File: src/lzbp_pkg.sv
// ----------------------------------------------------------------------------
// LZSS byte/pixel decoder package
// Window sizing, token classes, status codes and the control bundles shared
// by the controller and the datapath.
// ----------------------------------------------------------------------------
package lzbp_pkg;

    localparam int WINDOW_BYTES = 16384;
    localparam int ADDR_W       = $clog2(WINDOW_BYTES);
    localparam int FILL_W       = $clog2(WINDOW_BYTES + 1);
    localparam int DIST_W       = 12;
    localparam int BACK_W       = DIST_W + 2;
    localparam int CMP_W        = (FILL_W > BACK_W) ? FILL_W : BACK_W;
    localparam int SUM_W        = ((ADDR_W > BACK_W) ? ADDR_W : BACK_W) + 1;
    localparam int CNT_W        = 7;

    localparam logic [ADDR_W-1:0] WP_LAST   = ADDR_W'(WINDOW_BYTES - 1);
    localparam logic [FILL_W-1:0] FILL_FULL = FILL_W'(WINDOW_BYTES);
    localparam logic [SUM_W-1:0]  WIN_SUM   = SUM_W'(WINDOW_BYTES);

    localparam logic [3:0] FLAG_GROUP = 4'd8;

    // what the current input byte does to the token parser
    typedef enum logic [2:0] {
        K_FLAG = 3'd0,
        K_HOLD = 3'd1,
        K_LIT  = 3'd2,
        K_COPY = 3'd3,
        K_BAD  = 3'd4
    } tok_kind_t;

    typedef enum logic [1:0] {
        ST_OK       = 2'd0,
        ST_TRUNC    = 2'd1,
        ST_BAD_DIST = 2'd2
    } status_code_t;

    typedef struct packed {
        logic in_ready;
        logic accept;
        logic decode;
        logic rd;
        logic emit;
        logic tail;
        logic clear;
    } lzbp_cmd_t;

    typedef struct packed {
        logic      in_valid;
        tok_kind_t kind;
        logic      last;
        logic      final_byte;
        logic      out_free;
        logic      is_copy;
    } lzbp_sts_t;

endpackage

File: src/lzbp_ctrl.sv
// ----------------------------------------------------------------------------
// LZSS decoder controller
// Sequences accept, token decode, history reads and result emission.
// ----------------------------------------------------------------------------
module lzbp_ctrl
(
    input  logic                clk,
    input  logic                rst_n,
    input  lzbp_pkg::lzbp_sts_t sts,
    output lzbp_pkg::lzbp_cmd_t cmd
);
    import lzbp_pkg::*;

    typedef enum logic [4:0] {
        S_IDLE   = 5'b00001,
        S_DECODE = 5'b00010,
        S_READ   = 5'b00100,
        S_EMIT   = 5'b01000,
        S_TAIL   = 5'b10000
    } state_t;

    state_t state_reg;
    state_t state_next;

    always_ff @(posedge clk or negedge rst_n)
    begin
        if (!rst_n)
        begin
            state_reg <= S_IDLE;
        end
        else
        begin
            state_reg <= state_next;
        end
    end

    always_comb
    begin
        cmd        = '0;
        state_next = state_reg;
        unique case (state_reg)
            S_IDLE:
            begin
                cmd.in_ready = 1'b1;
                if (sts.in_valid)
                begin
                    cmd.accept = 1'b1;
                    state_next = S_DECODE;
                end
            end
            S_DECODE:
            begin
                cmd.decode = 1'b1;
                unique case (sts.kind) inside
                    K_FLAG, K_HOLD: state_next = sts.last ? S_TAIL : S_IDLE;
                    K_LIT:          state_next = S_EMIT;
                    K_COPY:         state_next = S_READ;
                    default:        state_next = S_TAIL;
                endcase
            end
            S_READ:
            begin
                cmd.rd     = 1'b1;
                state_next = S_EMIT;
            end
            S_EMIT:
            begin
                if (sts.out_free)
                begin
                    cmd.emit = 1'b1;
                    if (sts.final_byte)
                    begin
                        cmd.clear  = sts.last;
                        state_next = S_IDLE;
                    end
                    else
                    begin
                        state_next = sts.is_copy ? S_READ : S_EMIT;
                    end
                end
            end
            S_TAIL:
            begin
                if (sts.out_free)
                begin
                    cmd.tail   = 1'b1;
                    cmd.clear  = sts.last;
                    state_next = S_IDLE;
                end
            end
            default:
            begin
                state_next = S_IDLE;
            end
        endcase
    end

endmodule

File: config.mk
export PLATFORM = sky130hd
export DESIGN_NAME = lzbp_ctrl
export DESIGN_NICKNAME = d
export VERILOG_FILES = /design/src/lzbp_pkg.sv /design/src/lzbp_ctrl.sv
export SDC_FILE = /design/constraint.sdc
export NUM_CORES = 1
export LEC_CHECK = 0
export BUFFER_PORTS_ARGS = -buffer_cell sky130_fd_sc_hd__buf_2
export CORE_MARGIN = 5
export CORE_UTILIZATION = 25
export CTS_CLUSTER_SIZE = 20
export DETAILED_ROUTE_END_ITERATION = 6
export PLACE_DENSITY = 0.48
export SKIP_CTS_REPAIR_TIMING = 1
export SYNTH_ARGS = -nofsm -noshare
export SYNTH_HDL_FRONTEND = slang
export SYNTH_SLANG_ARGS = --single-unit
File: constraint.sdc
create_clock -name clk -period 1.7 [get_ports clk]
set_input_delay 0.17 -clock clk [delete_from_list [all_inputs] [get_ports clk]]
set_output_delay 0.17 -clock clk [all_outputs]
set_load 0.02 [all_outputs]
==> summary.md, run 1 <==
| Metric | Value |
|---|---|
| Outcome | `complete, no violations` |
| Drt first-iter violations | `5` |
| Clock Tree Buf Depth | `2` |
| R2R depth | `4` |
| Hold wc startpoint | `sts[4]` |
| Routed WL | `1030 um` |
| Die ar. | `2350 sq um` |
| Die Wd | `48.5 um` |
| CP max FO | `8` |
| Internal reg-to-reg setup slack | `0.22 ns` |
| Synth-to-layout area growth | `46.6%` |
| Max Fclk | `0.604 GHz` |
| Worst setup path endpoint | `cmd[2]` |
| GR Overflow Total | `0` |
| Final Setup Violations | `0` |
| Largest family of logic cells by synthesized area | `simple AND/OR/NAND/NOR gates` |
| # DRC | `0` |
| Post-route ant nets | `0` |
| Peak VDD IR | `0.000563 V` |
| CP startpoint | `state_reg[1]$_DFFE_PN0P_` |
| Hold Path Class | `input port to register` |
| Delay of the slowest critical-path stage | `0.45 ns` |
| Total CTS buffers | `3` |
| Layout filler cell count | `141` |
| Multiplexer area fraction after synthesis | `0%` |
| Crit path buf inv count | `1` |
| Compound-Gate Fraction of Synth Area | `21.6%` |
| Pre-CTS WS | `0.208 ns` |
| Initial antenna violation count | `0` |
| Die Height | `48.5 um` |
| Tmin final | `1.66 ns` |
| Xor/xnor cell area share of the yosys netlist | `0%` |
| Worst Setup Start Kind | `register` |
| Leak Pwr | `0.249 nW` |
| Adder-cell share of the synthesized area | `0%` |
| Slew Limit Fails | `0` |
| RSZ-0062 raised after global routing | `yes` |
| Max Cap Viol | `0` |
| Port bufs | `16` |
| Cell area after synthesis | `370 sq um` |
| Rel. slew slack | `79.5%` |
| Synth Area in Simple Gates | `42.2%` |
| Worst-path clk slew | `0.04 ns` |
| # nets final | `79` |
| Number of flip-flops in the largest register | `5` |
| Synth unique cells | `26` |
| Launch point of the worst reg-to-reg path | `state_reg[4]$_DFFE_PN0P_` |
| H-tree depth | `1` |
| Setup ws final | `0.0444 ns` |
| Total stage count of the critical path | `4` |
| Cell row count | `13` |
| Routed len/inst | `12.5 um` |
| First-pass GRT wire length | `1700 um` |
| Worst setup EP type | `output port` |
| Core area | `1350 sq um` |
| ANT cells | `0` |
| Tot Pwr | `600 uW` |
| Layout cells sized above 1 | `47.1%` |
| Synth Area per Inst | `8.23 sq um` |
| Gate Count Post-Synth | `45` |
| Initial core utilization | `27.4%` |
| Vias in the first global route | `417` |
| Critical path data required time | `1.53 ns` |
| Post-DP HPWL | `816 um` |
| Largest net degree at the start of global routing | `9` |
| Routability Congestion | `0.758` |
| Synth Warn # | `0` |
| Reg-to-Reg End | `state_reg[2]$_DFFE_PN0P_` |
| Worst Clk Skew | `0.00140 ns` |
| Slowest cell on the critical path | `dfrtp_2` |
| P per Cell Area | `1110 nW/um^2` |
| I/O Pins | `17` |
| Clock sink total | `5` |
| Final hold vios | `0` |
| CTS root buffer | `clkbuf_4` |
| Via total after detailed routing | `440` |
| Period Utilization, post-route | `97.4%` |
| WP data arrival | `1.49 ns` |
| Seq cells post-synth | `5` |
| CP delay by family, top | `simple AND/OR/NAND/NOR gates` |
| Slew of the pin with the lowest slew margin | `0.305 ns` |
| Total GRT Usage | `8.73%` |
| Vias per cell | `5.30` |
| Drt pass-1 iters | `4` |
| Seq/Total Area, Yosys | `34.1%` |
| TritonCTS clock tree | `built` |
| Clk Latency, worst-skew pair | `0.23 ns` |
| Setup CP Type | `register to output port` |
| Syn_nets | `55` |
| Crit path cell chain | `or3_4 -> nor2_4 -> and2_1 -> buf_4` |
## through the flow
| step | instance area [sq um] | TNS [ns] | hold WS [ns] | cells | utilization, % |
|---|---|---|---|---|---|
| 2_1_floorplan | 370 | 0 | -0.126 | 45 | - |
| 3_3_place_gp | 477 | 0 | -0.0141 | 77 | 35.3 |
| 3_5_place_dp | 477 | 0 | -0.0143 | 77 | 35.3 |
| 4_1_cts | 503 | -0.0275 | -0.259 | 81 | 37.3 |
| 5_1_grt | 543 | -0.0178 | 0.142 | 83 | 40.2 |
| 6_report | 543 | 0 | 0.142 | 83 | 40.2 |
## kinds of logic (layout without fill, tap and decap cells)
family          count (synthesis)  count (layout)
flops                           5               5
buf+inv                         2              25
simple gates                   25              25
compound gates                 13              13
## cell type report
type	instances	area, sq um	area share [%]
Timing Repair Buffer	19	108	19.8
Clock buffer	4	26.3	4.84
Tap cell	15	18.8	3.46
Inverter	2	7.51	1.38
Sequential cell	5	129	23.7
Multi-Input combinational cell	38	254	46.8
## worst min path at each step
stage / cells after the start / slack, ns / end
global placement: 1 / -0.01 / state_reg[4]$_DFFE_PN0P_
floorplan: 0 / -0.13 / state_reg[1]$_DFFE_PN0P_
global route: 2 / 0.14 / state_reg[3]$_DFFE_PN0P_
finish: 2 / 0.14 / state_reg[3]$_DFFE_PN0P_
detailed placement: 1 / -0.01 / state_reg[3]$_DFFE_PN0P_
CTS: 1 / -0.26 / state_reg[3]$_DFFE_PN0P_
## worst register-to-register path, delay by kind of cell, from the launching register on
family / cells / cell delay [ns]
and+or+nand+nor: 3 / 0.83
AOI/OAI and AO/OA: 1 / 0.15
DFF: 1 / 0.41
## power by group
| part | internal, mW | switching [mW] |
|---|---|---|
| Sequential | 0.155 | 0.0457 |
| Combinational | 0.118 | 0.150 |
| Clock | 0.0884 | 0.0434 |
## metal layers
layer | track usage, % | vias up | routed length, um
met4 | 4.93 | 0 | 0
met2 | 13.9 | 26 | 475
met5 | 0 | - | 0
met1 | 10.6 | 200 | 446
li1 | - | 214 | -
met3 | 2.14 | 0 | 112
## placed cells by master (no fill, tap or decap), drive strengths merged, types with 2 or more instances in the layout
cell type / count
and2: 3
nand2: 2
inv: 2
nor2: 6
a31oi: 2
buf: 18
nand3: 2
a21oi: 4
dfrtp: 4
o21ai: 3
and3: 2
nand3b: 2
clkbuf: 4
or2b: 2
## cells in the mapped netlist (all sizes together)
| library cell | count | area (sq um) |
|---|---|---|
| a211oi | 1 | 7.51 |
| a21oi | 4 | 20.0 |
| a31oi | 2 | 12.5 |
| and2 | 3 | 18.8 |
| and3 | 2 | 15.0 |
| and3b | 1 | 8.76 |
| dfrtp | 4 | 100 |
| dfstp | 1 | 26.3 |
| inv | 2 | 7.51 |
| nand2 | 2 | 7.51 |
| nand3 | 2 | 15.0 |
| nand3b | 2 | 15.0 |
| nor2 | 6 | 25.0 |
| nor2b | 1 | 6.26 |
| nor3 | 1 | 5.00 |
| o21ai | 3 | 15.0 |
| o31ai | 1 | 7.51 |
| o32ai | 1 | 8.76 |
| o41ai | 1 | 8.76 |
| or2b | 2 | 16.3 |
| or3 | 1 | 6.26 |
| or4 | 1 | 7.51 |
| or4b | 1 | 10.0 |
No activity file was read; power rests on OpenSTA's default activity.
==> run 2, diff against run 1 <==
BUFFER_PORTS_ARGS = default   (was -buffer_cell sky130_fd_sc_hd__buf_2)
DONT_BUFFER_PORTS = 1   (was default)
PLACE_DENSITY = 0.38   (was 0.48)
==> run 2 against run 1 <==
Against the previous run: die area did not move; setup slack gained 0.025 ns; global-route usage grew 0.19 points; fmax grew 1.5%; clock skew hardly changed; largest power group unchanged; highest routed layer is now met4.
==> summary.md, run 2 (synthesis results as in run 1) <==
| Metric | Value |
|---|---|
| Total GRT Usage | `8.92% (was 8.73%)` |
| Max Cap Viol | `0 (unchanged)` |
| Core area | `1350 sq um (unchanged)` |
| CTS root buffer | `clkbuf_4 (unchanged)` |
| Slew of the pin with the lowest slew margin | `0.383 ns (was 0.305 ns)` |
| Commonest non-fill, non-tap cells in the layout | `nor2_1 (4), a21oi_1 (4), o21ai_0 (3), clkbuf_4 (3) (was buf_2 (15), nor2_1 (4), a21oi_1 (4))` |
| Hold Path Class | `input port to register (unchanged)` |
| Delay of the slowest critical-path stage | `0.44 ns (was 0.45 ns)` |
| Rel. slew slack | `74.4% (was 79.5%)` |
| Worst Setup Start Kind | `register (unchanged)` |
| Vias in the first global route | `393 (was 417)` |
| WP data arrival | `1.46 ns (was 1.49 ns)` |
| Slowest cell on the critical path | `dfrtp_2 (unchanged)` |
| Vias per cell | `5.58 (was 5.30)` |
| Drt pass-1 iters | `4 (unchanged)` |
| Routability Congestion | `0.672 (was 0.758)` |
| Leak Pwr | `0.172 nW (was 0.249 nW)` |
| Layout cells sized above 1 | `29.4% (was 47.1%)` |
| Final Setup Violations | `0 (unchanged)` |
| First-pass GRT wire length | `1640 um (was 1700 um)` |
| ANT cells | `0 (unchanged)` |
| Drt first-iter violations | `4 (was 5)` |
| # DRC | `0 (unchanged)` |
| Worst Clk Skew | `0.00123 ns (was 0.00140 ns)` |
| Tot Pwr | `548 uW (was 600 uW)` |
| Initial antenna violation count | `0 (unchanged)` |
| Critical path data required time | `1.53 ns (about the same)` |
| Final hold vios | `0 (unchanged)` |
| Die ar. | `2350 sq um (unchanged)` |
| Worst-path clk slew | `0.04 ns (about the same)` |
| Die Height | `48.5 um (unchanged)` |
| Synth-to-layout area growth | `20.3% (was 46.6%)` |
| Outcome | `complete, no violations (unchanged)` |
| Routed WL | `986 um (was 1030 um)` |
| TritonCTS clock tree | `built (unchanged)` |
| Cell row count | `13 (unchanged)` |
| Routed len/inst | `14.9 um (was 12.5 um)` |
| Die Wd | `48.5 um (unchanged)` |
| Clock Tree Buf Depth | `2 (unchanged)` |
| Slew Limit Fails | `0 (unchanged)` |
| GR Overflow Total | `0 (unchanged)` |
| CP delay by family, top | `simple AND/OR/NAND/NOR gates (unchanged)` |
| RSZ-0062 raised after global routing | `no (was yes)` |
| Via total after detailed routing | `368 (was 440)` |
| Max Fclk | `0.613 GHz (was 0.604 GHz)` |
| H-tree depth | `1 (unchanged)` |
| Tmin final | `1.63 ns (was 1.66 ns)` |
| Non-Filler Instances | `66 (was 83)` |
| Total CTS buffers | `3 (unchanged)` |
| CP max FO | `7 (was 8)` |
| Largest net degree at the start of global routing | `9 (unchanged)` |
| P per Cell Area | `1230 nW/um^2 (was 1110 nW/um^2)` |
| Setup CP Type | `register to output port (unchanged)` |
| Peak VDD IR | `0.000436 V (was 0.000563 V)` |
| I/O Pins | `17 (unchanged)` |
| Number of flip-flops in the largest register | `5 (unchanged)` |
| Period Utilization, post-route | `95.9% (was 97.4%)` |
| Post-DP HPWL | `801 um (was 816 um)` |
| Port bufs | `0 (was 16)` |
| Clock sink total | `5 (unchanged)` |
| Post-route ant nets | `0 (unchanged)` |
| Crit path cell chain | `or3_1 -> nor2_2 -> and2_4 (was or3_4 -> nor2_4 -> and2_1 -> buf_4)` |
| WHS | `0.0312 ns (was 0.142 ns)` |
| Worst setup EP type | `output port (unchanged)` |
| Initial core utilization | `27.4% (unchanged)` |
| Crit path buf inv count | `0 (was 1)` |
| Placed insts | `61 (was 77)` |
| Clk Latency, worst-skew pair | `0.24 ns (was 0.23 ns)` |
| # nets final | `62 (was 79)` |
## run 2: cell types whose count changed in the layout (fill, tap and decap cells not counted)
cell and change:
buf_2 -15, buf_4 -2, and2_1 -1, and2_4 +1, nor2_2 +1, nor2_4 -1
or3_1 +1, or3_4 -1
## run 2: per-layer routing
| metal | track usage, % | up-vias | routed length, um | share of wire (%) |
|---|---|---|---|---|
| li1 | - | 182 | - | - |
| met1 | 8.52 | 175 | 388 | 39 |
| met2 | 14.8 | 9 | 515 | 52 |
| met3 | 2.14 | 2 | 63 | 6.4 |
| met4 | 9.42 | 0 | 19 | 1.9 |
| met5 | 0 | - | 0 | 0 |
## run 2: stage by stage
step | cell area [sq um] | setup WS, ns | utilization (%) | setup TNS, ns
detailed placement | 397 | 0.211 | 29.4 | 0
floorplan | 370 | 0.328 | - | 0
global placement | 397 | 0.208 | 29.4 | 0
global route | 445 | 0.0187 | 33.0 | 0
finish | 445 | 0.0695 | 33.0 | 0
CTS | 423 | -0.0464 | 31.3 | -0.0464
## run 2: layout make-up
type,instances,area [sq um]
clock buffers,4,26.3
fillers,157,905
inverters,2,7.51
multi-input cells,38,246
flip-flops and latches,5,129
well taps,15,18.8
repair buffers,2,17.5
## run 2: power by group
group | switching, mW | internal, mW
clock network | 0.0454 | 0.0885
logic | 0.133 | 0.0795
registers | 0.0466 | 0.155
total | 0.225 | 0.323
## run 2: path summary, 6_finish.rpt
path,startpoint,to,slack [ns],depth (start not counted)
min reg2reg,state_reg[1]$_DFFE_PN0P_,state_reg[3]$_DFFE_PN0P_,0.68,2
min in group asynchronous,rst_n,state_reg[4]$_DFFE_PN0P_,0.22,1
min,sts[4],state_reg[3]$_DFFE_PN0P_,0.03,1
max in group asynchronous,rst_n,state_reg[0]$_DFFE_PN1P_,1.23,1
max reg2reg,state_reg[2]$_DFFE_PN0P_,state_reg[2]$_DFFE_PN0P_,0.21,4
max,state_reg[2]$_DFFE_PN0P_,cmd[2],0.07,3
## run 2: worst register-to-register path: stages, from the launching register on
cell and delay, ns:
dfrtp_2 0.44, nor2_1 0.15, nand3_2 0.13, or4b_1 0.53
a21oi_1 0.16
==> run 3, diff against run 2 <==
CTS_BUF_LIST = sky130_fd_sc_hd__clkbuf_16   (was default)
==> run 3 against run 2 <==
Against the previous run: fmax shrank 0.82%; die area is the same; clock skew shrank 0.00062 ns; non-clock buffer count is the same; clock-buffer cell count shrank 1; sequential share of layout area shrank 3.2 points; hold slack gained 0.012 ns; wire length shrank 2.2%; clock power grew to 2.8 times the previous value; sequential power is essentially flat; critical path type unchanged; critical endpoint unchanged; highest routed layer unchanged.
==> summary.md, run 3 (synthesis results as in run 1) <==
| Metric | Value |
|---|---|
| CP max FO | `8 (was 7)` |
| Port bufs | `0 (unchanged)` |
| GR Overflow Total | `0 (unchanged)` |
| Largest net degree at the start of global routing | `9 (unchanged)` |
| Max Cap Viol | `0 (unchanged)` |
| Worst Setup Start Kind | `register (unchanged)` |
| Setup CP Type | `register to output port (unchanged)` |
| RSZ-0062 raised after global routing | `no (unchanged)` |
| Total CTS buffers | `3 (unchanged)` |
| Die ar. | `2350 sq um (unchanged)` |
| Clock Tree Buf Depth | `2 (unchanged)` |
| # DRC | `0 (unchanged)` |
| Hold Path Class | `input port to register (unchanged)` |
| Vias in the first global route | `383 (was 393)` |
| Commonest non-fill, non-tap cells in the layout | `nor2_1 (4), a21oi_1 (4) (was nor2_1 (4), a21oi_1 (4), o21ai_0 (3), clkbuf_4 (3))` |
| Number of flip-flops in the largest register | `5 (unchanged)` |
| ANT cells | `0 (unchanged)` |
| TritonCTS clock tree | `built (unchanged)` |
| Worst-path clk slew | `0.03 ns (was 0.04 ns)` |
| Slowest cell on the critical path | `dfrtp_1 (was dfrtp_2)` |
| Worst Clk Skew | `0.000614 ns (was 0.00123 ns)` |
| Initial antenna violation count | `0 (unchanged)` |
| Vias per cell | `5.67 (was 5.58)` |
| Worst setup EP type | `output port (unchanged)` |
| First-pass GRT wire length | `1590 um (was 1640 um)` |
| WP data arrival | `1.47 ns (was 1.46 ns)` |
| Setup TNS | `0 ns (unchanged)` |
| Post-DP HPWL | `801 um (unchanged)` |
| Layout cells sized above 1 | `27.5% (was 29.4%)` |
| Total GRT Usage | `8.67% (was 8.92%)` |
| P per Cell Area | `1590 nW/um^2 (was 1230 nW/um^2)` |
| Outcome | `complete, no violations (unchanged)` |
| Non-Filler Instances | `66 (unchanged)` |
| Delay of the slowest critical-path stage | `0.45 ns (was 0.44 ns)` |
| Crit path buf inv count | `0 (unchanged)` |
| Layout filler cell count | `147 (was 157)` |
| WHS | `0.0435 ns (was 0.0312 ns)` |
| Final hold vios | `0 (unchanged)` |
| CP delay by family, top | `simple AND/OR/NAND/NOR gates (unchanged)` |
| Synth-to-layout area growth | `33.8% (was 20.3%)` |
| CTS root buffer | `clkbuf_16 (was clkbuf_4)` |
| # nets final | `62 (unchanged)` |
| Die Wd | `48.5 um (unchanged)` |
| Final Setup Violations | `0 (unchanged)` |
| Peak VDD IR | `0.000896 V (was 0.000436 V)` |
| I/O Pins | `17 (unchanged)` |
| H-tree depth | `1 (unchanged)` |
| Via total after detailed routing | `374 (was 368)` |
| Routed WL | `964 um (was 986 um)` |
| Cell row count | `13 (unchanged)` |
| Placed insts | `61 (unchanged)` |
| Clk Latency, worst-skew pair | `0.23 ns (was 0.24 ns)` |
| Drt first-iter violations | `2 (was 4)` |
| Crit path cell chain | `or3_1 -> nor2_2 -> and2_2 (was or3_1 -> nor2_2 -> and2_4)` |
| Critical path data required time | `1.53 ns (about the same)` |
| Slew Limit Fails | `0 (unchanged)` |
| Rel. slew slack | `74.4% (about the same)` |
| Routed len/inst | `14.6 um (was 14.9 um)` |
| Tot Pwr | `789 uW (was 548 uW)` |
| Initial core utilization | `27.4% (unchanged)` |
| Slew of the pin with the lowest slew margin | `0.382 ns (was 0.383 ns)` |
| Tmin final | `1.64 ns (was 1.63 ns)` |
| Drt pass-1 iters | `4 (unchanged)` |
| Core area | `1350 sq um (unchanged)` |
| Post-route ant nets | `0 (unchanged)` |
| Max Fclk | `0.608 GHz (was 0.613 GHz)` |
| Clock sink total | `5 (unchanged)` |
| Die Height | `48.5 um (unchanged)` |
| Leak Pwr | `0.200 nW (was 0.172 nW)` |
| Period Utilization, post-route | `96.7% (was 95.9%)` |
| Routability Congestion | `0.672 (unchanged)` |
## run 3: worst reg2reg max path: cells and delay by family (launching register included)
| kind | cells | cell delay [ns] |
|---|---|---|
| DFF | 1 | 0.43 |
| and+or+nand+nor | 3 | 0.81 |
| AOI/OAI and AO/OA | 1 | 0.16 |
## run 3: routing by layer
| layer | wire, um | GRT usage (%) |
|---|---|---|
| met1 | 391 | 8.89 |
| met2 | 492 | 13.7 |
| met3 | 63 | 2.75 |
| met4 | 17 | 8.07 |
| met5 | 0 | 0 |
## run 3: layout make-up
class / instances / area [sq um] / share of cell area, %
Timing Repair Buffer: 2 / 17.5 / 3.54
Clock inverter: 1 / 3.75 / 0.758
Sequential cell: 5 / 128 / 25.8
Multi-Input combinational cell: 38 / 245 / 49.5
Clock buffer: 3 / 75.1 / 15.2
Tap cell: 15 / 18.8 / 3.79
Inverter: 2 / 7.51 / 1.52
## run 3: power breakdown
group	internal, mW	switching [mW]	total (mW)
registers	0.153	0.0466	0.200
clock network	0.304	0.0733	0.378
logic	0.0793	0.132	0.211
## run 3: path summary, 6_finish.rpt
check                                               from                        to  slack (ns)  cells after the start
worst max-delay path            state_reg[1]$_DFFE_PN0P_                    cmd[2]        0.06                      3
worst min-delay path                              sts[4]  state_reg[3]$_DFFE_PN0P_        0.04                      1
worst max register to register  state_reg[3]$_DFFE_PN0P_  state_reg[2]$_DFFE_PN0P_        0.22                      4
worst min register to register  state_reg[4]$_DFFE_PN0P_  state_reg[0]$_DFFE_PN1P_        0.69                      2
max in group asynchronous                          rst_n  state_reg[0]$_DFFE_PN1P_        1.21                      1
min in group asynchronous                          rst_n  state_reg[1]$_DFFE_PN0P_        0.24                      1
## run 3: metrics by stage
step,setup WS [ns],area [sq um],util (%)
finish,0.0561,495,36.7
global route,0.00302,495,36.7
CTS,-0.0256,475,35.2
detailed placement,0.211,397,29.4
global placement,0.208,397,29.4
floorplan,0.328,370,-
